## src/hdl/assert_macros.svh

```systemverilog
// ---------------------------------------------------------------------------
// assert_macros.svh
// Shared assertion macros; each samples on clk and is disabled while rst_n
// is low.
// ---------------------------------------------------------------------------
`ifndef ASSERT_MACROS_SVH
`define ASSERT_MACROS_SVH

// Same-cycle implication: cons must hold whenever ante holds
`define RGBF_ASSERT_SAME(lbl, ante, cons, msg) \
  lbl: assert property (@(posedge clk) disable iff (!rst_n) (ante) |-> (cons)) \
    else $error(msg);

// Next-cycle implication: cons must hold in the cycle after ante
`define RGBF_ASSERT_NEXT(lbl, ante, cons, msg) \
  lbl: assert property (@(posedge clk) disable iff (!rst_n) (ante) |=> (cons)) \
    else $error(msg);

`endif

```

## src/hdl/rgbfade_pkg.sv

```systemverilog
// ---------------------------------------------------------------------------
// rgbfade_pkg
// Register map, reset values and field widths of the RGB fade PWM core.
// ---------------------------------------------------------------------------
package rgbfade_pkg;

  localparam int unsigned LEVEL_W  = 8;
  localparam int unsigned REG_IDX_W = 3;

  // Register indexes (byte address = 4 * index)
  localparam logic [REG_IDX_W-1:0] REG_RED_FLOOR    = 3'd0;
  localparam logic [REG_IDX_W-1:0] REG_GREEN_FLOOR  = 3'd1;
  localparam logic [REG_IDX_W-1:0] REG_BLUE_FLOOR   = 3'd2;
  localparam logic [REG_IDX_W-1:0] REG_FADE_STEP    = 3'd3;
  localparam logic [REG_IDX_W-1:0] REG_TICKS_PER_PD = 3'd4;
  localparam logic [REG_IDX_W-1:0] REG_HOLD_PERIODS = 3'd5;
  localparam logic [REG_IDX_W-1:0] REG_OFF_PERIODS  = 3'd6;
  localparam logic [REG_IDX_W-1:0] REG_LONG_OFF     = 3'd7;

  // Register reset values
  localparam logic [LEVEL_W-1:0] RST_FLOOR        = 8'd102;
  localparam logic [LEVEL_W-1:0] RST_FADE_STEP    = 8'd1;
  localparam logic [LEVEL_W-1:0] RST_TICKS_PER_PD = 8'd250;
  localparam logic [LEVEL_W-1:0] RST_HOLD_PERIODS = 8'd2;
  localparam logic [LEVEL_W-1:0] RST_OFF_PERIODS  = 8'd6;

  // Fully dark level
  localparam logic [LEVEL_W-1:0] LEVEL_MAX = 8'd255;

endpackage

```

## src/hdl/rgb_led_fade_pwm_controller_core.sv

```systemverilog
// ---------------------------------------------------------------------------
// rgb_led_fade_pwm_controller_core
// RGB breathing fade controller with a shared software-style PWM counter.
// ---------------------------------------------------------------------------
//  Channel | Dir | Ports            | Contents
//  --------+-----+------------------+--------------------------------------
//  in      | in  | in_t*            | fade_tick, pwm_tick per request
//  out     | out | out_t*           | lit bits, levels, phase per request
//  cfg     | in  | cfg_p*           | seven 8-bit registers and a 1-bit flag, APB style
//
//  One request is taken per cycle while in_tready is high; its result is registered and shown on the
//  cycle after acceptance. The single output register sets the figure.
//  in_tready drops only while a result waits and out_tready is low.
//  Synchronous active-low reset returns the fade to UP, all levels dark.
// ---------------------------------------------------------------------------
`include "assert_macros.svh"

module rgb_led_fade_pwm_controller_core (
  input  logic        clk,
  input  logic        rst_n,
  // in_tdata: [0] fade_tick, [1] pwm_tick, [7:2] zero
  input  logic        in_tvalid,
  output logic        in_tready,
  input  logic [7:0]  in_tdata,
  // out_tdata: [0] red_lit, [1] green_lit, [2] blue_lit, [10:3] red_level,
  //            [18:11] green_level, [26:19] blue_level, [28:27] phase, [31:29] zero
  output logic        out_tvalid,
  input  logic        out_tready,
  output logic [31:0] out_tdata,
  input  logic        cfg_psel,
  input  logic        cfg_penable,
  input  logic        cfg_pwrite,
  input  logic [4:0]  cfg_paddr,
  input  logic [31:0] cfg_pwdata,
  output logic [31:0] cfg_prdata,
  output logic        cfg_pready
);

  typedef enum logic [1:0] {
    PH_UP   = 2'd0,
    PH_HOLD = 2'd1,
    PH_DOWN = 2'd2,
    PH_OFF  = 2'd3
  } phase_t;

  typedef logic [rgbfade_pkg::LEVEL_W-1:0] level_t;

  // Configuration registers
  level_t red_floor_r, green_floor_r, blue_floor_r, fade_step_r;
  level_t ticks_per_pd_r, hold_periods_r, off_periods_r;
  logic   long_off_r;

  // Fade state
  phase_t phase_r, phase_nxt;
  level_t period_timer_r, period_timer_nxt;
  level_t period_count_r, period_count_nxt;
  level_t red_lvl_r, green_lvl_r, blue_lvl_r;
  level_t red_lvl_nxt, green_lvl_nxt, blue_lvl_nxt;
  level_t pwm_counter_r, pwm_counter_nxt;

  // Result register
  logic        out_valid_r;
  logic [31:0] out_data_r, out_data_nxt;

  logic [rgbfade_pkg::REG_IDX_W-1:0] cfg_idx;
  logic cfg_wr;
  logic in_acc;
  logic fade_tick, pwm_tick;
  logic [rgbfade_pkg::LEVEL_W:0] timer_inc, count_inc;
  logic wrap, hold_done, off_done, dark;
  logic red_lit, green_lit, blue_lit;

  // Step the level down by stp toward its floor, saturating there
  function automatic level_t step_down(level_t lvl, level_t flr, level_t stp);
    level_t gap;
    gap = lvl - flr;
    if (lvl > flr) begin
      step_down = (stp >= gap) ? flr : level_t'(lvl - stp);
    end else begin
      step_down = lvl;
    end
  endfunction

  // Step the level up by stp toward fully dark, saturating there
  function automatic level_t step_up(level_t lvl, level_t stp);
    logic [rgbfade_pkg::LEVEL_W:0] sum;
    sum = {1'b0, lvl} + {1'b0, stp};
    step_up = sum[rgbfade_pkg::LEVEL_W] ? rgbfade_pkg::LEVEL_MAX
                                        : sum[rgbfade_pkg::LEVEL_W-1:0];
  endfunction

  assign cfg_idx    = cfg_paddr[4:2];
  assign cfg_wr     = cfg_psel & cfg_penable & cfg_pwrite & cfg_pready;
  assign cfg_pready = 1'b1;

  // Read back the addressed register
  always_comb begin
    cfg_prdata = '0;
    case (cfg_idx)
      rgbfade_pkg::REG_RED_FLOOR:    cfg_prdata[7:0] = red_floor_r;
      rgbfade_pkg::REG_GREEN_FLOOR:  cfg_prdata[7:0] = green_floor_r;
      rgbfade_pkg::REG_BLUE_FLOOR:   cfg_prdata[7:0] = blue_floor_r;
      rgbfade_pkg::REG_FADE_STEP:    cfg_prdata[7:0] = fade_step_r;
      rgbfade_pkg::REG_TICKS_PER_PD: cfg_prdata[7:0] = ticks_per_pd_r;
      rgbfade_pkg::REG_HOLD_PERIODS: cfg_prdata[7:0] = hold_periods_r;
      rgbfade_pkg::REG_OFF_PERIODS:  cfg_prdata[7:0] = off_periods_r;
      rgbfade_pkg::REG_LONG_OFF:     cfg_prdata[0]   = long_off_r;
      default:                       cfg_prdata      = '0;
    endcase
  end

  // Accept while the result register is empty or being drained
  assign in_tready  = ~out_valid_r | out_tready;
  assign in_acc     = in_tvalid & in_tready;
  assign fade_tick  = in_tdata[0];
  assign pwm_tick   = in_tdata[1];
  assign out_tvalid = out_valid_r;
  assign out_tdata  = out_data_r;

  // Period timer and wrap counter
  assign timer_inc = {1'b0, period_timer_r} + 9'd1;
  assign wrap      = (timer_inc >= {1'b0, ticks_per_pd_r});
  assign count_inc = {1'b0, period_count_r} + 9'd1;
  assign hold_done = (count_inc >= {1'b0, hold_periods_r});
  assign off_done  = (count_inc >= {1'b0, off_periods_r});

  // Phase machine and level stepping for one request
  always_comb begin
    phase_nxt        = phase_r;
    period_timer_nxt = period_timer_r;
    period_count_nxt = period_count_r;
    red_lvl_nxt      = red_lvl_r;
    green_lvl_nxt    = green_lvl_r;
    blue_lvl_nxt     = blue_lvl_r;
    if (fade_tick) begin
      period_timer_nxt = wrap ? '0 : timer_inc[rgbfade_pkg::LEVEL_W-1:0];
      case (phase_r)
        PH_UP: begin
          red_lvl_nxt   = step_down(red_lvl_r, red_floor_r, fade_step_r);
          green_lvl_nxt = step_down(green_lvl_r, green_floor_r, fade_step_r);
          blue_lvl_nxt  = step_down(blue_lvl_r, blue_floor_r, fade_step_r);
          if (wrap) phase_nxt = PH_HOLD;
        end
        PH_HOLD: begin
          if (wrap) begin
            period_count_nxt = hold_done ? '0 : count_inc[rgbfade_pkg::LEVEL_W-1:0];
            if (hold_done) phase_nxt = PH_DOWN;
          end
        end
        PH_DOWN: begin
          red_lvl_nxt   = step_up(red_lvl_r, fade_step_r);
          green_lvl_nxt = step_up(green_lvl_r, fade_step_r);
          blue_lvl_nxt  = step_up(blue_lvl_r, fade_step_r);
          if (wrap) phase_nxt = PH_OFF;
        end
        PH_OFF: begin
          if (long_off_r) begin
            if (wrap) begin
              period_count_nxt = off_done ? '0 : count_inc[rgbfade_pkg::LEVEL_W-1:0];
              if (off_done) phase_nxt = PH_UP;
            end
          end else begin
            period_count_nxt = '0;
            phase_nxt        = PH_UP;
          end
        end
        default: phase_nxt = phase_r;
      endcase
    end
  end

  // Form lit bits from the stepped levels, then advance the PWM counter
  assign dark      = (phase_nxt == PH_OFF);
  assign red_lit   = ~dark & (pwm_counter_r > red_lvl_nxt);
  assign green_lit = ~dark & (pwm_counter_r > green_lvl_nxt);
  assign blue_lit  = ~dark & (pwm_counter_r > blue_lvl_nxt);
  assign pwm_counter_nxt = (pwm_tick & ~dark) ? level_t'(pwm_counter_r + 8'd1)
                                              : pwm_counter_r;
  assign out_data_nxt = {3'b000, phase_nxt, blue_lvl_nxt, green_lvl_nxt, red_lvl_nxt,
                         blue_lit, green_lit, red_lit};

  // Hold configuration, fade state and the result register
  always_ff @(posedge clk) begin
    if (!rst_n) begin
      red_floor_r    <= rgbfade_pkg::RST_FLOOR;
      green_floor_r  <= rgbfade_pkg::RST_FLOOR;
      blue_floor_r   <= rgbfade_pkg::RST_FLOOR;
      fade_step_r    <= rgbfade_pkg::RST_FADE_STEP;
      ticks_per_pd_r <= rgbfade_pkg::RST_TICKS_PER_PD;
      hold_periods_r <= rgbfade_pkg::RST_HOLD_PERIODS;
      off_periods_r  <= rgbfade_pkg::RST_OFF_PERIODS;
      long_off_r     <= 1'b0;
      phase_r        <= PH_UP;
      period_timer_r <= '0;
      period_count_r <= '0;
      red_lvl_r      <= rgbfade_pkg::LEVEL_MAX;
      green_lvl_r    <= rgbfade_pkg::LEVEL_MAX;
      blue_lvl_r     <= rgbfade_pkg::LEVEL_MAX;
      pwm_counter_r  <= '0;
      out_valid_r    <= 1'b0;
    end else begin
      if (cfg_wr) begin
        case (cfg_idx)
          rgbfade_pkg::REG_RED_FLOOR:    red_floor_r    <= cfg_pwdata[7:0];
          rgbfade_pkg::REG_GREEN_FLOOR:  green_floor_r  <= cfg_pwdata[7:0];
          rgbfade_pkg::REG_BLUE_FLOOR:   blue_floor_r   <= cfg_pwdata[7:0];
          rgbfade_pkg::REG_FADE_STEP:    fade_step_r    <= cfg_pwdata[7:0];
          rgbfade_pkg::REG_TICKS_PER_PD: ticks_per_pd_r <= cfg_pwdata[7:0];
          rgbfade_pkg::REG_HOLD_PERIODS: hold_periods_r <= cfg_pwdata[7:0];
          rgbfade_pkg::REG_OFF_PERIODS:  off_periods_r  <= cfg_pwdata[7:0];
          rgbfade_pkg::REG_LONG_OFF:     long_off_r     <= cfg_pwdata[0];
          default:                       long_off_r     <= long_off_r;
        endcase
      end
      if (in_acc) begin
        phase_r        <= phase_nxt;
        period_timer_r <= period_timer_nxt;
        period_count_r <= period_count_nxt;
        red_lvl_r      <= red_lvl_nxt;
        green_lvl_r    <= green_lvl_nxt;
        blue_lvl_r     <= blue_lvl_nxt;
        pwm_counter_r  <= pwm_counter_nxt;
        out_data_r     <= out_data_nxt;
        out_valid_r    <= 1'b1;
      end else if (out_tready) begin
        out_valid_r    <= 1'b0;
      end
    end
  end

  // Checks on the core's own logic
  `RGBF_ASSERT_SAME(a_ready_when_empty, !out_valid_r, in_tready, "in_tready low with empty output")
  `RGBF_ASSERT_SAME(a_dark_in_off, out_valid_r && out_data_r[28:27] == PH_OFF, out_data_r[2:0] == 3'b000, "LED lit in OFF phase")
  `RGBF_ASSERT_NEXT(a_pwm_frozen_off, in_acc && phase_nxt == PH_OFF, pwm_counter_r == $past(pwm_counter_r), "PWM counter moved in OFF")
  `RGBF_ASSERT_NEXT(a_short_off_exit, in_acc && fade_tick && phase_r == PH_OFF && !long_off_r, phase_r == PH_UP && period_count_r == '0, "short OFF did not restart UP")

endmodule
```

## config.mk

```make
export PLATFORM = sky130hd
export DESIGN_NAME = rgb_led_fade_pwm_controller_core
export DESIGN_NICKNAME = d
export VERILOG_FILES = /design/src/hdl/rgbfade_pkg.sv /design/src/hdl/rgb_led_fade_pwm_controller_core.sv
export VERILOG_INCLUDE_DIRS = /design/src /design/src/hdl
export SDC_FILE = /design/constraint.sdc
export NUM_CORES = 1
export LEC_CHECK = 0
export ABC_CLOCK_PERIOD_IN_PS = 5300
export BUFFER_PORTS_ARGS = -buffer_cell sky130_fd_sc_hd__buf_4
export CAP_MARGIN = 30
export CORE_UTILIZATION = 35
export CTS_BUF_LIST = sky130_fd_sc_hd__clkbuf_4 sky130_fd_sc_hd__clkbuf_8
export CTS_CLUSTER_DIAMETER = 30
export CTS_CLUSTER_SIZE = 12
export DETAILED_ROUTE_END_ITERATION = 8
export SYNTH_ARGS = -nofsm -noshare
export SYNTH_HDL_FRONTEND = slang
export SYNTH_SLANG_ARGS = --single-unit
```

## constraint.sdc

```tcl
create_clock -name clk -period 5.3 [get_ports clk]
set_input_delay 0.795 -clock clk [delete_from_list [all_inputs] [get_ports clk]]
set_output_delay 0.795 -clock clk [all_outputs]
set_load 0.02 [all_outputs]
```

== Yosys cells after proc, flatten, opt, wreduce, memory -nomap -nowiden ==
Index checks and enable logic that the tools add are counted.
W data, S select, Z words.
Storage, ports and cells
  bits in registers: 137
  input bits: 52
  output and inout bits: 67
  word-level logic and storage cells: 115
Operators by class
  add/subtract/negate cells: 12
  magnitude comparators: 12
  eq/ne operators: 13
  mux-type cells: 35
  bitwise gates (word level): 10
  reduce and logical (&&, ||, !) cells: 16
Operators with widths (count)
  $mux W8: 18
  $pmux W8 S2: 4
  $pmux W7 S7: 1
  $gt A8 B8 Y1: 6
  $sub A8 B8 Y8: 6
  $add A8 B8 Y9: 3
  $ge A9 B8 Y1: 3
  $ge A8 B8 Y1: 3
  $reduce_and A2 Y1: 11
  $add A8 B1 Y9 const B: 2
  $mux W2: 8
  $eq A3 B3 Y1 const B: 4
  $add A8 B1 Y8 const B: 1
  $pmux W1 S8: 1
  $pmux W2 S4: 1
  $and A1 B1 Y1: 7
  $eq A2 B2 Y1 const B: 3
  $eq A3 B2 Y1 const B: 2
  $reduce_and A5 Y1: 1
  $reduce_bool A2 Y1: 2
  $eq A3 B1 Y1 const B: 1
  $logic_not A3 Y1: 1
  $ne A3 B3 Y1 const B: 1
  $eq A2 B1 Y1 const B: 1
  other kinds (5): 7

== Depth between registers and ports, before layout ==
Gate-level depths: netlist (run 1).
  word-level depth: 11
  mapped depth: 27
  depth with buffers taken out: 26

== Worst setup path before layout (run 1) ==
No wires, ideal clock.
  path kind: reg2reg
  start: reg red_lvl_r[1]
  end: reg out_data_r[0] (netlist: out_tdata[0]), data pin
  setup time: 276 ps
  arrival time: 4603 ps
  data required time: 5024 ps
  setup slack: 420 ps
  cell stages (with the launch flop): 26
  buffers on the path: 1
  period minus slack after synthesis: 4880 ps
  cell sequence: dfxtp_1 -> ha_1 -> a21oi_1 -> o21ai_0 -> a21o_1 -> a21o_1 -> a21o_1 -> a21oi_1 -> xor2_1 -> ha_1 -> o21a_1 -> o21a_1 -> a311oi_1 -> clkbuf_1 -> mux2i_1 -> nor2_1 -> a211oi_1 -> o21a_1 -> ha_1 -> nor2b_1 -> o21ai_0 -> nand2b_1 -> a21oi_1 -> o21ai_0 -> o21ai_0 -> a21oi_1
Between the ends
  word-level cells in the longest chain between the ends: 8
  elaborated cells on any way between the ends: 12
  those cells by class: add/sub (3); order compare (3); mux (5); bitwise (1)
Ends and longest elaborated chain
  start, declared: line rgb_led_fade_pwm_controller_core.sv:57  | level_t red_lvl_r, green_lvl_r, blue_lvl_r;
  start signal, assigned: line rgb_led_fade_pwm_controller_core.sv:196  | red_lvl_r <= rgbfade_pkg::LEVEL_MAX;
  start signal, assigned: line rgb_led_fade_pwm_controller_core.sv:219  | red_lvl_r <= red_lvl_nxt;
  $sub A8 B8 Y8: line rgb_led_fade_pwm_controller_core.sv:76  | gap = lvl - flr;
  $ge A8 B8 Y1: line rgb_led_fade_pwm_controller_core.sv:78  | step_down = (stp >= gap) ? flr : level_t'(lvl - stp);
  $mux W8: line rgb_led_fade_pwm_controller_core.sv:78
  $mux W8: line rgb_led_fade_pwm_controller_core.sv:77  | if (lvl > flr) begin
  $pmux W8 S2: line rgb_led_fade_pwm_controller_core.sv:137  | case (phase_r)
  $mux W8 *: line rgb_led_fade_pwm_controller_core.sv:135  | if (fade_tick) begin
  $gt A8 B8 Y1 *: line rgb_led_fade_pwm_controller_core.sv:174  | assign red_lit = ~dark & (pwm_counter_r > red_lvl_nxt);
  $and A1 B1 Y1 *: line rgb_led_fade_pwm_controller_core.sv:174
  via red_lit: line rgb_led_fade_pwm_controller_core.sv:71  | logic red_lit, green_lit, blue_lit;
  end signal, assigned: line rgb_led_fade_pwm_controller_core.sv:223  | out_data_r <= out_data_nxt;
  end, declared: line rgb_led_fade_pwm_controller_core.sv:63  | logic [31:0] out_data_r, out_data_nxt;
The timed path passes the listed nets; every way through them passes the cells marked *.
A chain may end at the register's enable or synchronous reset.

== Final worst setup path (run 1) ==
  start: reg red_lvl_r[0]
  end: reg out_data_r[0] (netlist: out_tdata[0]), data pin
Same word-level chain as after synthesis.

==> results of run 1 <==
-- synthesized netlist by cell type, types with 12 or more instances --
cell / number / area share
a21o_1: 34 / 0.022
a21oi_1: 105 / 0.046
a22oi_1: 15 / 0.0098
a31oi_1: 13 / 0.0071
buf_4: 30 / 0.020
clkbuf_1: 48 / 0.016
dfxtp_1: 108 / 0.19
edfxtp_1: 29 / 0.076
ha_1: 144 / 0.16
inv_1: 101 / 0.033
mux2i_1: 47 / 0.041
nand2_1: 144 / 0.047
nand2b_1: 13 / 0.0071
nand3_1: 29 / 0.013
nand4_1: 15 / 0.0082
nor2_1: 120 / 0.039
nor3_1: 21 / 0.0092
o211ai_1: 30 / 0.020
o21a_1: 18 / 0.012
o21ai_0: 78 / 0.034
o21ai_1: 12 / 0.0052
or3_1: 16 / 0.0087
xnor2_1: 42 / 0.032
xor2_1: 19 / 0.015
-- kinds of logic after synthesis --
group	after synthesis	share of synthesized area
other	2	0.0006561
XOR/XNOR	61	0.04667
multiplexers	56	0.05389
buffers and inverters	186	0.07214
flip-flops	137	0.2649
adder cells (fa/ha/maj)	153	0.1731
AND/OR/NAND/NOR	392	0.1526
AO/OA/AOI/OAI	410	0.2360
-- worst max-delay path: stages, from the launching register on --
cell and delay [ps]:
dfxtp_1 380, inv_2 140, ha_1 160, inv_1 50, a21oi_1 130, o21ai_0 130, a21o_1 200, a21o_1 190
a21o_1 180, a21oi_1 170, xor2_1 210, ha_1 260, o21a_1 120, o21a_1 110, a311oi_2 230, buf_4 200
mux2i_1 190, nor2_1 90, a211oi_2 240, o21a_1 180, ha_1 240, nor2b_1 140, o21ai_0 140, nand2b_1 70
a21oi_1 130, o21ai_0 100, o21ai_2 130, a21oi_1 70
-- through the flow --
| step | instances | util | TNS [ps] | area, µm² |
|---|---|---|---|---|
| floorplan | 1423 | - | 0 | 11540 |
| global placement | 1874 | 0.3891 | 0 | 12410 |
| detailed placement | 1877 | 0.3905 | 0 | 12450 |
| CTS | 1909 | 0.4018 | 0 | 12810 |
| global route | 1912 | 0.4034 | -7.666 | 12860 |
| finish | 1912 | 0.4034 | 0 | 12860 |
-- layer usage --
| layer | vias to the layer above | GRT usage | wire length, µm |
|---|---|---|---|
| met1 | 4955 | 0.2765 | 15950 |
| met5 | - | 0 | 0 |
| met4 | 0 | 0.07367 | 899 |
| met3 | 59 | 0.04428 | 2194 |
| met2 | 300 | 0.3536 | 16620 |
| li1 | 5105 | - | - |
-- repair_timing --
item                                    in CTS  in global routing
hold buffers                                 0                  0
gates resized for setup                      0                 11
buffers inserted                             0                  3
endpoints found under the setup margin       0                  3
-- where the power goes --
group	total, mW	internal [mW]	switching (mW)
clock	0.849	0.341	0.508
combinational	0.876	0.348	0.528
sequential	1.14	1.11	0.0382
-- worst paths after layout --
check	from	to	slack (ps)	depth (start not counted)
min	blue_floor_r[4]	blue_floor_r[4]	480	2
min reg2reg	blue_floor_r[4]	blue_floor_r[4]	480	2
max reg2reg	red_lvl_r[0]	out_tdata[0]	430	27
max	red_lvl_r[0]	out_tdata[0]	430	27
-- final cells by class --
| type | instances | area [µm²] | area share |
|---|---|---|---|
| sequential | 137 | 3033 | 0.2358 |
| clock inverter | 15 | 128.9 | 0.01002 |
| tap | 435 | 544.3 | 0.04232 |
| multi-input combinational | 1100 | 7721 | 0.6004 |
| timing repair buffer | 106 | 815.8 | 0.06344 |
| inverter | 102 | 382.9 | 0.02977 |
| clock buffer | 17 | 234.0 | 0.01819 |
==> impl_metrics.ini, run 1 <==
[yosys]
synthArstFlopShare = 0
synth_edf_count = 29
ys_seq_elements = 137
ys_seq_area_frac = 0.2649
synthCells = 1397
synth.avg_cell_area_um2 = 8.194
synth-main-ff-cell = dfxtp_1
syn-cell-area_um2 = 11450
ys_warn_count = 0
ys_types = 73

[clock_tree]
clk_latency_ps = 480
root_buffer = clkbuf_8
cts_made_buffers = 17
ctsHtreeMaxLevel = 4
clk_pin_slew_worst_paths_ps = 100
clock_path_buffers = 2
cts_tree = done
numClockSinks = 137

[placement]
dpl.hpwl_um = 27510
port_buffers = 58
preCtsSetupSlack_ps = 261.3
gp_routability_congestion = 0.9466

[sta]
hold_violations = 0
slew_headroom = 0.2899
worst_slack_ps = 426.6
finalHoldWorstSlack_ps = 477.6
slew_violations = 0
clock_skew_ps = 24.31
tightest_slew_ps = 1056
min_period_ps = 4873
finalSetupViolCount = 0
fmax_mhz = 205.2
period_share = 0.9195

[critical_path]
crit_type = reg2reg
crit_fanout = 9
crit_required_ps = 5510
critPathArrivalTime_ps = 5080
end_kind = flop
cp-start-kind = flop

[final_layout]
drive_above_1_share = 0.1124
syn_to_final_growth_pct = 12.34
final_cell_mix = nand2_1, ha_1, nor2_1
layout.nets = 1669
largest_reg_flops = 29
n_antenna_cell = 0
num-fill-cells = 3329

[routing]
drtIter0Drc = 728
firstDrtPassIters = 5
vias = 10419
viasPerCell = 5.449
drc = 0
drt_wl_total_um = 35670
antenna_left = 0
wire_per_inst_um = 18.65

[global_route]
grt-ovfl-total = 0
grt_start_max_net_pins = 44
gr-usage-all-layers = 0.2141
grt_pass1_wl_um = 54460
grt_pass1_vias = 9865
antenna_found_initial = 0

[power_and_ir_drop]
power_mw = 2.869
cellPowerDensity_nw_per_um2 = 223.1
leakage_nw = 5.478
peakVddDrop_v = 0.0001386

[floorplanning]
initial_utilization = 0.3591
io_pins = 119
rows = 65
fp.coreArea_um2 = 31880
die_x_um = 182.9
fp.dieH_um = 182.9
dieArea_um2 = 33430

[run]
cap_violations = 0

[outcome]
status = finished clean

[worst_hold_path]
hold_class = reg2reg
(Power assumes the default switching activity.)
==> run 2, diff against run 1 <==
--- a/config.mk
+++ b/config.mk
@@ -6,7 +6,7 @@
 export SDC_FILE = /design/constraint.sdc
 export NUM_CORES = 1
 export LEC_CHECK = 0
-export ABC_CLOCK_PERIOD_IN_PS = 5300
+export ABC_CLOCK_PERIOD_IN_PS = 6050
 export BUFFER_PORTS_ARGS = -buffer_cell sky130_fd_sc_hd__buf_4
 export CAP_MARGIN = 30
 export CORE_UTILIZATION = 35
==> constraint.sdc (replaced) <==
create_clock -name clk -period 6.05 [get_ports clk]
set_input_delay 0.9075 -clock clk [delete_from_list [all_inputs] [get_ports clk]]
set_output_delay 0.9075 -clock clk [all_outputs]
set_load 0.02 [all_outputs]
==> impl_metrics.ini, run 2 (synthesis results as in run 1) <==
[outcome]
status = finished clean

[sta]
period_share = 0.8808
finalSetupViolCount = 0
worst_slack_ps = 721.1
tightest_slew_ps = 971.9
slew_violations = 0
fmax_mhz = 187.7
slew_headroom = 0.3497
min_period_ps = 5329
rsz0062_at_grt = false
hold_violations = 0
tns_ps = 0
clock_skew_ps = 15.99

[final_layout]
n_antenna_cell = 0
syn_to_final_growth_pct = 11.10
layout.nets = 1644
drive_above_1_share = 0.09160
stdcell_area_um2 = 12720
finalCoreUtilization = 0.3989
largest_reg_flops = 29
final_cell_mix = nand2_1, ha_1, nor2_1

[critical_path]
crit_required_ps = 6240
crit_type = reg2reg
crit_fanout = 8
ff2ff_path_depth = 21
critPathArrivalTime_ps = 5520
cp-start-kind = flop
end_kind = flop

[floorplanning]
rows = 65
fp.coreArea_um2 = 31880
initial_utilization = 0.3591
fp.dieH_um = 182.9
die_x_um = 182.9
dieArea_um2 = 33430
io_pins = 119

[global_route]
gr-usage-all-layers = 0.2121
grt_pass1_wl_um = 54550
antenna_found_initial = 0
busiest_layer = met2
grt-ovfl-total = 0
grt_pass1_vias = 9911
grt_use_met1 = 0.2777
grt_start_max_net_pins = 52
use_met2 = 0.3600
use_met3 = 0.03276

[clock_tree]
postCtsSetupBuffers = 0
clk_latency_ps = 480
clk_pin_slew_worst_paths_ps = 90
cts_tree = done
post_cts_resized = 0
holdBufCountCts = 0
clock_path_buffers = 2
ctsHtreeMaxLevel = 4
numClockSinks = 137
root_buffer = clkbuf_8
cts_made_buffers = 17

[power_and_ir_drop]
intPower_mw = 1.706
pwr-share-clk = 0.329
power_mw = 2.602
leakage_nw = 5.384
p_sw_mw = 0.8955
peakVddDrop_v = 0.0001368
pwr-share-comb = 0.285
p_seq_frac = 0.387
switching_share = 0.3442
cellPowerDensity_nw_per_um2 = 204.5

[placement]
gp_routability_congestion = 0.9185
postPlaceCellArea_um2 = 12280
dpl.hpwl_um = 27040
port_buffers = 58
preCtsSetupSlack_ps = 785.3

[routing]
drtIter0Drc = 744
wire_per_inst_um = 18.52
viasPerCell = 5.468
antenna_left = 0
firstDrtPassIters = 5
drc = 0
drt_wl_total_um = 34950
vias = 10319

[worst_hold_path]
hold_depth = 2
hold_class = reg2reg

[run]
cap_violations = 0
==> run 2: worst max-delay path, cell delays in order (launching register included) <==
cell      delay [ps]
dfxtp_1          340
inv_1            100
ha_1             340
a21oi_1          130
o21ai_0          130
a21o_1           210
a21o_1           200
a21o_1           180
a21oi_1          160
xor2_1           180
ha_1             250
o21a_1           120
o21a_1           110
a311oi_2         580
buf_4            260
a21oi_1          100
a211oi_1         420
a211oi_1         190
ha_1             330
nand4_1          100
o21ai_0          500
a21oi_1          100
==> run 2: through the flow <==
| stage | instances | hold WS, ps |
|---|---|---|
| 6_report | 1887 | 460.2 |
| 3_5_place_dp | 1855 | 450.3 |
| 5_1_grt | 1887 | 499.0 |
| 4_1_cts | 1887 | 462.8 |
| 3_3_place_gp | 1851 | 444.3 |
| 2_1_floorplan | 1423 | 436.3 |
==> run 2: path summary, 6_finish.rpt <==
| path | start | endpoint | slack [ps] |
|---|---|---|---|
| worst max-delay path | red_floor_r[1] | out_tdata[0] | 720 |
| worst min-delay path | blue_floor_r[4] | blue_floor_r[4] | 460 |
| worst max register to register | red_floor_r[1] | out_tdata[0] | 720 |
| worst min register to register | blue_floor_r[4] | blue_floor_r[4] | 460 |
==> run 2: layout make-up <==
class | instances | area (µm²)
clock buffer | 20 | 275.3
clock inverter | 12 | 161.4
fill | 3336 | 19160
inverter | 102 | 382.9
multi-input combinational | 1100 | 7692
sequential | 137 | 3033
tap | 435 | 544.3
timing repair buffer | 81 | 629.4
==> run 2: per-layer routing <==
layer,wire length (µm),part of all wire
met3,1938,0.055
met4,698,0.020
met5,0,0
met1,15720,0.45
met2,16600,0.47
==> run 2: power by group through the flow <==
stage	combinational, mW	sequential (mW)	clock, mW
CTS	0.736	1.01	0.865
global route	0.821	1.01	0.912
global placement	0.717	1.03	0
floorplan	0.540	1.03	0
detailed placement	0.732	1.03	0
finish	0.741	1.01	0.855
==> run 3, diff against run 2 <==
--- a/config.mk
+++ b/config.mk
@@ -6,7 +6,7 @@
 export SDC_FILE = /design/constraint.sdc
 export NUM_CORES = 1
 export LEC_CHECK = 0
-export ABC_CLOCK_PERIOD_IN_PS = 6050
+export ABC_CLOCK_PERIOD_IN_PS = 6530
 export BUFFER_PORTS_ARGS = -buffer_cell sky130_fd_sc_hd__buf_4
 export CAP_MARGIN = 30
 export CORE_UTILIZATION = 35
@@ -14,6 +14,7 @@
 export CTS_CLUSTER_DIAMETER = 30
 export CTS_CLUSTER_SIZE = 12
 export DETAILED_ROUTE_END_ITERATION = 8
+export SLEW_MARGIN = 15
 export SYNTH_ARGS = -nofsm -noshare
 export SYNTH_HDL_FRONTEND = slang
 export SYNTH_SLANG_ARGS = --single-unit
==> constraint.sdc (replaced) <==
create_clock -name clk -period 6.53 [get_ports clk]
set_input_delay 0.9795 -clock clk [delete_from_list [all_inputs] [get_ports clk]]
set_output_delay 0.9795 -clock clk [all_outputs]
set_load 0.02 [all_outputs]
==> impl_metrics.ini, run 3 (synthesis results as in run 1) <==
[critical_path]
critPathArrivalTime_ps = 5530
crit_fanout = 14
end_kind = flop
crit_required_ps = 6730
crit_buf_inv = 2
cpMaxStageDelayCell = dfxtp_1
cp-start-kind = flop
crit_type = reg2reg
crit_family = compound AO/OA/AOI/OAI gates
slowest_delay_ps = 480

[placement]
preCtsSetupSlack_ps = 1253
gp_routability_congestion = 0.9352
port_buffers = 58
dpl.hpwl_um = 26670

[floorplanning]
die_x_um = 182.9
fp.dieH_um = 182.9
rows = 65
fp.coreArea_um2 = 31880
dieArea_um2 = 33430
io_pins = 119
initial_utilization = 0.3591

[clock_tree]
clock_path_buffers = 2
postCtsSetupBuffers = 0
cts_tree = done
numClockSinks = 137
clk_pin_slew_worst_paths_ps = 100
cts_made_buffers = 17
ctsHtreeMaxLevel = 4
clk_latency_ps = 470
holdBufCountCts = 0
root_buffer = clkbuf_8
post_cts_resized = 0

[power_and_ir_drop]
pwr-share-comb = 0.295
power_mw = 2.308
peakVddDrop_v = 0.0001328
pwr-share-clk = 0.299
switching_share = 0.3599
p_sw_mw = 0.8307
intPower_mw = 1.478
cellPowerDensity_nw_per_um2 = 183.2
p_seq_frac = 0.405
leakage_nw = 5.319

[global_route]
grt_pass1_wl_um = 53320
antenna_found_initial = 0
grt_start_max_net_pins = 42
gr-usage-all-layers = 0.2071
grt-ovfl-total = 0
grt_pass1_vias = 9738

[sta]
period_share = 0.8163
slew_violations = 0
tns_ps = 0
finalSetupViolCount = 0
min_period_ps = 5330
tightest_slew_ps = 1014
finalHoldWorstSlack_ps = 476.4
clock_skew_ps = 18.63
hold_violations = 0
fmax_mhz = 187.6
worst_slack_ps = 1200
rsz0062_at_grt = false
slew_headroom = 0.3215

[final_layout]
largest_reg_flops = 29
layout.nets = 1637
final_cell_mix = nand2_1, ha_1, nor2_1
num-fill-cells = 3348
syn_to_final_growth_pct = 10.08
drive_above_1_share = 0.08720

[worst_hold_path]
hold_class = reg2reg

[routing]
drtIter0Drc = 676
viasPerCell = 5.458
wire_per_inst_um = 18.54
firstDrtPassIters = 5
vias = 10266
drt_wl_total_um = 34880
antenna_left = 0
drc = 0

[outcome]
status = finished clean

[run]
cap_violations = 0
-- run 3: cell count changes in the layout (fill, tap and decap cells not counted) --
cell and change:
clkinv_4 +1, clkbuf_4 +2, clkinv_2 +2, buf_4 -7, bufinv_16 -2, diode_2 +1, clkbuf_8 -3
-- run 3: power by group through the flow --
stage / combinational [mW] / clock [mW] / sequential, mW
floorplan: 0.500 / 0 / 0.952
global placement: 0.658 / 0 / 0.954
detailed placement: 0.670 / 0 / 0.955
CTS: 0.674 / 0.705 / 0.935
global route: 0.754 / 0.733 / 0.939
finish: 0.682 / 0.691 / 0.935
-- run 3: path summary, 6_finish.rpt --
path / startpoint / end / slack (ps) / cells after the start
hold / removal: blue_floor_r[4] / blue_floor_r[4] / 480 / 2
setup / recovery: red_floor_r[1] / out_tdata[0] / 1200 / 26
hold reg to reg: blue_floor_r[4] / blue_floor_r[4] / 480 / 2
setup reg to reg: red_floor_r[1] / out_tdata[0] / 1200 / 26
-- run 3: per-layer routing --
layer	routed length, µm	track usage	part of all wire	up-vias
met5	0	0	0	-
met4	617	0.05833	0.018	0
met3	1826	0.02800	0.052	41
met2	16520	0.3508	0.47	289
met1	15920	0.2744	0.46	4888
li1	-	-	-	5048
-- run 3: through the flow --
| stage | cells | area, µm² | utilization |
|---|---|---|---|
| after floorplan | 1423 | 11540 | - |
| after global routing | 1880 | 12600 | 0.3952 |
| after global placement | 1844 | 12180 | 0.3820 |
| after detailed placement | 1846 | 12220 | 0.3832 |
| after CTS | 1878 | 12590 | 0.3948 |
| final | 1881 | 12600 | 0.3953 |
-- run 3: worst register-to-register path, stage by stage (launching register included) --
cell and delay [ps]:
dfxtp_1 480, inv_1 150, ha_1 350, a21oi_1 130
o21ai_0 130, a21o_1 200, a21o_1 200, a21o_1 180
a21oi_1 170, xor2_1 180, ha_1 250, o21a_1 130
o21a_1 110, a311oi_2 260, buf_4 250, mux2i_1 210
nor2_1 90, a211oi_1 290, o21a_1 200, ha_1 240
nor2b_1 130, o21ai_0 140, nand2b_1 70, a21oi_1 130
o21ai_0 90, o21ai_0 250, a21oi_1 80
-- run 3: area by class of cell --
cell class,count,area [µm²],area share
Antenna cell,1,2.502,0.0001986
Clock buffer,19,249.0,0.01976
Clock inverter,13,120.1,0.009532
Inverter,102,382.9,0.03038
Multi-Input combinational cell,1100,7692,0.6105
Sequential cell,137,3033,0.2407
Tap cell,435,544.3,0.04319
Timing Repair Buffer,74,576.8,0.04578
